[src/rtl/core/cpl_pkg.sv]
// ----------------------------------------------------------------------------
// cpl_pkg
// Shared types and constants for the clamped piecewise-linear calibration block.
// ----------------------------------------------------------------------------
package cpl_pkg;

  localparam int VAL_W  = 16;
  localparam int PIDX_W = 3;
  localparam int RES_W  = 14;
  localparam int DIFF_W = VAL_W + 1;
  localparam int PROD_W = 2 * DIFF_W;
  localparam int QUO_W  = DIFF_W;
  localparam int SUM_W  = QUO_W + 2;

  localparam logic [RES_W-1:0] PCT_MAX = RES_W'(10000);

  localparam logic REQ_WRITE = 1'b0;
  localparam logic REQ_QUERY = 1'b1;

  typedef enum logic [2:0] {
    ST_IDLE,
    ST_SCAN,
    ST_PICK,
    ST_MUL,
    ST_LOAD,
    ST_DIV,
    ST_SUM,
    ST_OUT
  } state_t;

endpackage

[src/rtl/core/clamped_piecewise_linear_calibration_top.sv]
// ----------------------------------------------------------------------------
// clamped_piecewise_linear_calibration_top
// A point write is accepted from idle; a query runs a one-point-per-cycle scan of
// the curve store and, when it interpolates, a divider that retires two quotient
// bits per cycle. A query with no point below it or none above it skips the divider.
// One query is processed at a time. Synchronous reset clears all points to zero.
// ----------------------------------------------------------------------------
module clamped_piecewise_linear_calibration_top #(
  parameter int NUM_POINTS = 7
) (
  input  logic        clk,
  input  logic        rst,
  input  logic        s_axis_tvalid,
  output logic        s_axis_tready,
  // [2:0] point_index, [18:3] point_x, [34:19] point_y, [50:35] query_value
  input  logic [55:0] s_axis_tdata,
  // [0] req_type
  input  logic        s_axis_tuser,
  output logic        m_axis_tvalid,
  input  logic        m_axis_tready,
  // [13:0] calibrated
  output logic [15:0] m_axis_tdata
);

  localparam int IDX_W = $clog2(NUM_POINTS);
  localparam int VW    = cpl_pkg::VAL_W;

  cpl_pkg::state_t state, state_next;

  logic signed [VW-1:0] curve_x [NUM_POINTS];
  logic signed [VW-1:0] curve_y [NUM_POINTS];

  logic [cpl_pkg::PIDX_W-1:0] in_index;
  logic signed [VW-1:0]       in_x;
  logic signed [VW-1:0]       in_y;
  logic signed [VW-1:0]       in_value;
  logic [IDX_W+cpl_pkg::PIDX_W-1:0] wr_index;
  logic                        in_accept;

  logic [IDX_W-1:0]     cnt;
  logic signed [VW-1:0] qv;
  logic signed [VW-1:0] cx;
  logic signed [VW-1:0] cy;
  logic signed [VW-1:0] left_x, left_y, right_x, right_y, max_x, max_y;
  logic                 left_ok, right_ok, any_above, interp;
  logic                 below, above, scan_last, out_ready;

  logic signed [VW-1:0]              y0;
  logic signed [cpl_pkg::DIFF_W-1:0] dy, dv;
  logic signed [cpl_pkg::PROD_W-1:0] prod;
  logic [VW-1:0]                     den;
  logic [cpl_pkg::PROD_W-1:0]        prod_mag;
  logic [cpl_pkg::PROD_W-1:0]        div_quo;
  logic                              div_done;
  logic [cpl_pkg::QUO_W:0]           q_mag;
  logic signed [cpl_pkg::QUO_W:0]    q_signed;
  logic signed [cpl_pkg::SUM_W-1:0]  sum;
  logic [cpl_pkg::RES_W-1:0]         res;
  logic [cpl_pkg::RES_W-1:0]         out_data;
  logic                              out_valid;

  logic scan_en, pick_en, mul_en, div_start, sum_en, out_load;

  function automatic logic signed [cpl_pkg::DIFF_W-1:0] DIFF_W_CAST(
    input logic signed [cpl_pkg::VAL_W-1:0] v
  );
    return cpl_pkg::DIFF_W'(v);
  endfunction

  assign in_index  = s_axis_tdata[2:0];
  assign in_x      = s_axis_tdata[18:3];
  assign in_y      = s_axis_tdata[34:19];
  assign in_value  = s_axis_tdata[50:35];
  assign in_accept = s_axis_tvalid && s_axis_tready;
  assign wr_index  = {{IDX_W{1'b0}}, in_index};

  assign cx        = curve_x[cnt];
  assign cy        = curve_y[cnt];
  assign below     = cx < qv;
  assign above     = cx > qv;
  assign scan_last = cnt == IDX_W'(NUM_POINTS - 1);
  assign out_ready = !out_valid || m_axis_tready;

  assign dy       = DIFF_W_CAST(right_y) - DIFF_W_CAST(left_y);
  assign dv       = DIFF_W_CAST(qv) - DIFF_W_CAST(left_x);
  assign prod_mag = prod[cpl_pkg::PROD_W-1] ? unsigned'(-prod) : unsigned'(prod);
  assign q_mag    = {1'b0, div_quo[cpl_pkg::QUO_W-1:0]};
  assign q_signed = !interp ? '0 :
                    prod[cpl_pkg::PROD_W-1] ? -signed'(q_mag) : signed'(q_mag);
  assign sum      = cpl_pkg::SUM_W'(y0) + cpl_pkg::SUM_W'(q_signed);

  cpl_div u_div (
    .clk      (clk),
    .rst      (rst),
    .start    (div_start),
    .dividend (prod_mag),
    .divisor  (den),
    .done     (div_done),
    .quotient (div_quo)
  );

  always_comb begin
    state_next = state;
    case (state)
      cpl_pkg::ST_IDLE: begin
        if (in_accept && s_axis_tuser == cpl_pkg::REQ_QUERY) begin
          state_next = cpl_pkg::ST_SCAN;
        end
      end
      cpl_pkg::ST_SCAN: begin
        if (scan_last) begin
          state_next = cpl_pkg::ST_PICK;
        end
      end
      cpl_pkg::ST_PICK: begin
        if (left_ok && any_above) begin
          state_next = cpl_pkg::ST_MUL;
        end else begin
          state_next = cpl_pkg::ST_SUM;
        end
      end
      cpl_pkg::ST_MUL:  state_next = cpl_pkg::ST_LOAD;
      cpl_pkg::ST_LOAD: state_next = cpl_pkg::ST_DIV;
      cpl_pkg::ST_DIV: begin
        if (div_done) begin
          state_next = cpl_pkg::ST_SUM;
        end
      end
      cpl_pkg::ST_SUM:  state_next = cpl_pkg::ST_OUT;
      cpl_pkg::ST_OUT: begin
        if (out_ready) begin
          state_next = cpl_pkg::ST_IDLE;
        end
      end
      default: state_next = cpl_pkg::ST_IDLE;
    endcase
  end

  always_comb begin
    s_axis_tready = 1'b0;
    scan_en       = 1'b0;
    pick_en       = 1'b0;
    mul_en        = 1'b0;
    div_start     = 1'b0;
    sum_en        = 1'b0;
    out_load      = 1'b0;
    case (state)
      cpl_pkg::ST_IDLE: s_axis_tready = 1'b1;
      cpl_pkg::ST_SCAN: scan_en       = 1'b1;
      cpl_pkg::ST_PICK: pick_en       = 1'b1;
      cpl_pkg::ST_MUL:  mul_en        = 1'b1;
      cpl_pkg::ST_LOAD: div_start     = 1'b1;
      cpl_pkg::ST_SUM:  sum_en        = 1'b1;
      cpl_pkg::ST_OUT:  out_load      = out_ready;
      default: s_axis_tready = 1'b0;
    endcase
  end

  always_ff @(posedge clk) begin
    if (rst) begin
      state <= cpl_pkg::ST_IDLE;
    end else begin
      state <= state_next;
    end
  end

  always_ff @(posedge clk) begin
    if (rst) begin
      for (int i = 0; i < NUM_POINTS; i++) begin
        curve_x[i] <= '0;
        curve_y[i] <= '0;
      end
    end else if (in_accept && s_axis_tuser == cpl_pkg::REQ_WRITE &&
                 wr_index < (IDX_W + cpl_pkg::PIDX_W)'(NUM_POINTS)) begin
      curve_x[wr_index[IDX_W-1:0]] <= in_x;
      curve_y[wr_index[IDX_W-1:0]] <= in_y;
    end
  end

  always_ff @(posedge clk) begin
    if (rst) begin
      left_ok   <= 1'b0;
      right_ok  <= 1'b0;
      any_above <= 1'b0;
      interp    <= 1'b0;
      cnt       <= '0;
    end else if (in_accept) begin
      left_ok   <= 1'b0;
      right_ok  <= 1'b0;
      any_above <= 1'b0;
      interp    <= 1'b0;
      cnt       <= '0;
    end else if (scan_en) begin
      cnt <= IDX_W'(cnt + 1'b1);
      if (above) begin
        any_above <= 1'b1;
      end
      if (below && (!left_ok || cx >= left_x)) begin
        left_ok <= 1'b1;
      end
      if (!below && (!right_ok || cx < right_x)) begin
        right_ok <= 1'b1;
      end
    end else if (pick_en) begin
      interp <= left_ok && any_above;
    end
  end

  always_ff @(posedge clk) begin
    if (in_accept) begin
      qv <= in_value;
    end
    if (scan_en) begin
      if (below && (!left_ok || cx >= left_x)) begin
        left_x <= cx;
        left_y <= cy;
      end
      if (!below && (!right_ok || cx < right_x)) begin
        right_x <= cx;
        right_y <= cy;
      end
      if (cnt == '0 || cx >= max_x) begin
        max_x <= cx;
        max_y <= cy;
      end
    end
    if (pick_en) begin
      if (!left_ok) begin
        y0 <= right_y;
      end else if (!any_above) begin
        y0 <= max_y;
      end else begin
        y0 <= left_y;
      end
    end
    if (mul_en) begin
      prod <= cpl_pkg::PROD_W'(dy) * cpl_pkg::PROD_W'(dv);
      den  <= VW'(right_x - left_x);
    end
    if (sum_en) begin
      if (sum < 0) begin
        res <= '0;
      end else if (sum > cpl_pkg::SUM_W'(cpl_pkg::PCT_MAX)) begin
        res <= cpl_pkg::PCT_MAX;
      end else begin
        res <= sum[cpl_pkg::RES_W-1:0];
      end
    end
  end

  always_ff @(posedge clk) begin
    if (rst) begin
      out_valid <= 1'b0;
    end else if (out_load) begin
      out_valid <= 1'b1;
    end else if (m_axis_tready) begin
      out_valid <= 1'b0;
    end
  end

  always_ff @(posedge clk) begin
    if (out_load) begin
      out_data <= res;
    end
  end

  assign m_axis_tvalid = out_valid;
  assign m_axis_tdata  = {2'b00, out_data};

endmodule

[src/rtl/core/cpl_div.sv]
// ----------------------------------------------------------------------------
// cpl_div
// Unsigned restoring divider that retires two quotient bits per cycle.
// ----------------------------------------------------------------------------
module cpl_div (
  input  logic                        clk,
  input  logic                        rst,
  input  logic                        start,
  input  logic [cpl_pkg::PROD_W-1:0]  dividend,
  input  logic [cpl_pkg::VAL_W-1:0]   divisor,
  output logic                        done,
  output logic [cpl_pkg::PROD_W-1:0]  quotient
);

  localparam int STEPS = cpl_pkg::PROD_W / 2;
  localparam int CNT_W = $clog2(STEPS);
  localparam int DW    = cpl_pkg::VAL_W;

  logic                        busy;
  logic [CNT_W-1:0]            cnt;
  logic [cpl_pkg::PROD_W-1:0]  quo;
  logic [cpl_pkg::PROD_W-1:0]  quo_next;
  logic [DW-1:0]               rem;
  logic [DW-1:0]               rem_mid;
  logic [DW-1:0]               rem_next;
  logic [DW-1:0]               den;
  logic [DW:0]                 trial1;
  logic [DW:0]                 trial2;
  logic                        bit1;
  logic                        bit2;

  always_comb begin
    trial1   = {rem, quo[cpl_pkg::PROD_W-1]};
    bit1     = trial1 >= {1'b0, den};
    rem_mid  = bit1 ? DW'(trial1 - {1'b0, den}) : trial1[DW-1:0];
    trial2   = {rem_mid, quo[cpl_pkg::PROD_W-2]};
    bit2     = trial2 >= {1'b0, den};
    rem_next = bit2 ? DW'(trial2 - {1'b0, den}) : trial2[DW-1:0];
    quo_next = {quo[cpl_pkg::PROD_W-3:0], bit1, bit2};
  end

  always_ff @(posedge clk) begin
    if (rst) begin
      busy <= 1'b0;
      done <= 1'b0;
      cnt  <= '0;
    end else begin
      done <= 1'b0;
      if (start) begin
        busy <= 1'b1;
        cnt  <= '0;
      end else if (busy) begin
        cnt <= CNT_W'(cnt + 1'b1);
        if (cnt == CNT_W'(STEPS - 1)) begin
          busy <= 1'b0;
          done <= 1'b1;
        end
      end
    end
  end

  always_ff @(posedge clk) begin
    if (start) begin
      quo <= dividend;
      rem <= '0;
      den <= divisor;
    end else if (busy) begin
      quo <= quo_next;
      rem <= rem_next;
    end
  end

  assign quotient = quo;

endmodule
[config.mk]
export PLATFORM = sky130hd
export DESIGN_NAME = clamped_piecewise_linear_calibration_top
export DESIGN_NICKNAME = d
export VERILOG_FILES = /design/src/rtl/core/cpl_pkg.sv /design/src/rtl/core/clamped_piecewise_linear_calibration_top.sv /design/src/rtl/core/cpl_div.sv
export SDC_FILE = /design/constraint.sdc
export NUM_CORES = 2
export LEC_CHECK = 0
export ABC_AREA = 1
export CAP_MARGIN = 10
export CORE_ASPECT_RATIO = 0.5
export CORE_MARGIN = 1.5
export CORE_UTILIZATION = 63
export CTS_BUF_LIST = sky130_fd_sc_hd__clkbuf_2
export DETAILED_ROUTE_END_ITERATION = 6
export DONT_BUFFER_PORTS = 1
export GPL_TIMING_DRIVEN = 0
export PLACE_DENSITY = 0.78
export SYNTH_ARGS = -nofsm -noshare
export SYNTH_HDL_FRONTEND = slang
export SYNTH_HIERARCHICAL = 1
export SYNTH_SLANG_ARGS = --single-unit
[constraint.sdc]
create_clock -name clk -period 10.9 [get_ports clk]
set_input_delay 1.635 -clock clk [delete_from_list [all_inputs] [get_ports clk]]
set_output_delay 1.635 -clock clk [all_outputs]
set_load 0.03 [all_outputs]
==> results.md <==
* CP Cell Sequence: ha_1, fa_1, xnor2_1, clkinv_1, nor2_1, fa_1, inv_1, fa_1, inv_1, fa_1, fa_1, fa_1, inv_1, fa_1, inv_1, ha_1, nand2_1, nor4_1, nand2_1, o211ai_1, nand3_1, nand2_1, a21oi_1, xor2_1
* HPWL reported at the end of detailed placement at 83200 um
* Post-CTS setup buffer count at 0
* Core Area at 0.0629 sq mm
* Share of layout cells above drive strength 1 at 6.34%
* Synth top area share at 36.0%
* Worst stage delay on the critical path at 1.04 ns
* GP Congestion at 0.991
* Vias in the first global route at 31300
* Max FO, Critical Path at 9
* RSZ-0062 raised after global routing: false
* First-pass GRT wire length at about 170000 um
* Clock root cell: clkbuf_2
* Synth top area cells: edfxtp_1, fa_1, ha_1, inv_1, nand2_1
* Max-slew headroom at ~11%
* Met3 usage at 9.28%
* Register bit total from synthesis at 549
* Library cells used by synthesis at 57
* CTS buffer count at ~120
* Routed wire per std cell at 19.2 um
* Fillers at 5173
* CP top delay family: adder cells
* Tcrit/Tclk final at approximately nine tenths
* # setup viols final at 0
* Clock Skew at between 0.1 and 0.15 ns
* Ports at slightly below 80
* CP Capture Type: flip-flop
* Critical path's slowest cell: xnor2_1
* Peak Freq at 0.104 GHz
* Worst path bufs/invs at 5
* Pins Over Slew Limit at 0
* H-tree level count at 3
* Clock sinks at roughly 550
* Least-Margin Pin Slew at 1.32 ns
* Avg Cell Area, Syn at 8.91 sq um
* Status: completed
* Die W at between 300 and 400 um
* Die Y at 181 um
* Skew-Pair Late Insertion Delay at 1.24 ns
* Maxcap violations at 0
* CP Class: flip-flop to flip-flop
* Largest net degree at the start of global routing at 34
* Met2 Use GR at 50.0%
* DRT Pass-1 Iters at 6
* Hold Buf Count CTS at 0
* EDFF count, synth at 480
* Worst EP required at 11.81 ns
* Ys async rst share at 0%
* Crit path time final at 9.61 ns
* Post-synth top area cell: edfxtp_1
* Die area at roughly 0.065 sq mm
* Global route hottest layer: met2
* Hold/Removal Path Class: flip-flop to flip-flop
* Synth Warn # at 6
* GRT Residual Overflow at 0
* Fin util at 67.7%
* Syn Inst Count at 4501
* Via Count at around 32000
* IO Port Bufs at 0
* Via/cell ratio at 5.68
* Clock transition at the registers of the reported paths at 0.12 ns
* Seq/Total Area, Yosys at 39.4%
* Row Count at 65
* Count of nets after finishing at 5283
* Met1 GRT Util at 46.6%
* Total negative slack at 0 ns
* Endpoints failing hold at 0
* DRC violations left at 0
* Final ANT Viol Nets at 0
* Prevailing post-synth register cell: edfxtp_1
* All-Layer GR Usage at between 30% and 40%
* Starting density of the core at 63.7%
* CTS tree: built
* Mapped cell area at 0.0401 sq mm
* CTS resizes at 0
* Startpoint class of the critical path: flip-flop
* Initial antenna violation count at 1
* Most used cell, CP: fa_1
* Synth-to-layout area growth at 6.26%
* Clk buf depth at 3
* Routed wire length at 107000 um
* Crit path DAT at approximately 11 ns
* First DRT Iteration DRCs at ~3300
-- cells in the final DEF, fill, tap and decap left out, types with 5 or more instances in the layout --
cell      synthesis  final
inv_1           806    806
nand2_1         736    730
nor2_1          656    653
edfxtp_1        480    480
fa_1            302    302
o21ai_0         269    269
ha_1            252    252
a21oi_1         247    247
clkbuf_2          0    191
nand3_1         113    113
clkbuf_1         98     98
xor2_1           76     76
dfxtp_1          69     69
xnor2_1          54     54
nor3_1           45     44
a31oi_1          45     44
conb_1            1     34
o22ai_1          32     32
clkinv_1         10     30
nand4_1          27     27
o21ai_1          20     20
buf_2            19     19
nand2_2          10     16
or2_2            10     10
inv_2             9      9
a21o_1            9      9
nor4_1            8      8
o21bai_1          8      8
buf_1             8      8
nor2_2            5      7
nand3b_1          7      7
buf_4             4      7
a211oi_1          6      6
o21a_1            6      6
o211ai_1          5      5
nor2_4            4      5
o31ai_1           5      5
buf_6             2      5
-- stage by stage --
stage / setup slack (ns) / hold slack, ns / instances / cell area (sq um)
3_3_place_gp: 1.73 / 0.404 / 5371 / 41300
3_5_place_dp: 1.63 / 0.405 / 5379 / 41400
4_1_cts: 1.57 / 0.405 / 5598 / 42500
2_1_floorplan: 3.18 / 0.400 / 4534 / 40200
6_report: 1.29 / 0.412 / 5602 / 42600
5_1_grt: 0.951 / 0.405 / 5602 / 42600
-- cell usage after synthesis, drive strengths merged (2+ instances only) --
library cell and count:
nand2 750, clkbuf 98, nor2 666, o31ai 5, buf 33, xor2 77
and3 3, nand4 27, and2 4, o22ai 32, a21o 9, nor4 8
o21ai 291, edfxtp 480, o211ai 5, o2111ai 2, ha 252, o21a 6
a31oi 45, dfxtp 69, clkinv 10, xnor2 54, nor3 46, a21oi 248
nand3b 7, fa 302, a21boi 6, or2 11, o221ai 3, inv 815
nand3 118, o21bai 8, a211oi 6
-- registers in the layout, indices dropped and copies added, names as in the netlist, 3 cells and up, named ones only --
signal and flops:
y0 16, right_x 16, curve_x 128, left_y 16, left_x 16, u_div/quotient 34
curve_y 128, prod 34, right_y 16, res 14, den 16, u_div/cnt 5
max_y 16, cnt 3, max_x 16, u_div/den 16, out_data 14, state 3
u_div/rem 16, qv 16
-- kinds of logic (layout without fill, tap and decap cells) --
| group | after synthesis | count (layout) | share of synthesized area (%) |
|---|---|---|---|
| flops | 549 | 549 | 39.4 |
| buf+inv | 956 | 1186 | 9.09 |
| compound gates | 670 | 670 | 9.02 |
| xor+xnor | 131 | 131 | 2.88 |
| other cells | 1 | 35 | 0.00936 |
| fa+ha+maj | 554 | 554 | 22.9 |
| simple gates | 1640 | 1640 | 16.6 |
-- path summary, 6_finish.rpt --
check | start | endpoint | slack, ns | cells past startpoint
max | left_x[0]$_DFFE_PP_ | prod[30]$_DFFE_PP_ | 1.29 | 24
min | den[3]$_DFFE_PP_ | u_div/den[3]$_DFFE_PP_ | 0.41 | 0
max reg2reg | left_x[0]$_DFFE_PP_ | prod[30]$_DFFE_PP_ | 1.29 | 24
min reg2reg | den[3]$_DFFE_PP_ | u_div/den[3]$_DFFE_PP_ | 0.41 | 0
-- cell type report --
class | instances | area [sq um] | share of cell area [%]
sequential | 549 | 15800 | 37.1
tap | 837 | 1050 | 2.46
multi-input combinational | 3029 | 20800 | 48.9
inverter | 825 | 3100 | 7.27
buffer | 131 | 546 | 1.28
antenna | 1 | 2.50 | 0.00588
timing repair buffer | 11 | 179 | 0.420
clock buffer | 191 | 956 | 2.24
clock inverter | 28 | 154 | 0.361
-- routing by layer --
| layer | vias up | part of all wire [%] |
|---|---|---|
| met4 | 0 | 3.5 |
| met2 | 1580 | 43 |
| met5 | - | 0 |
| li1 | 14800 | - |
| met1 | 15200 | 42 |
| met3 | 235 | 11 |
Power is not shown: default switching activity piles up to over one toggle a cycle in this logic, so the estimate is an artifact.
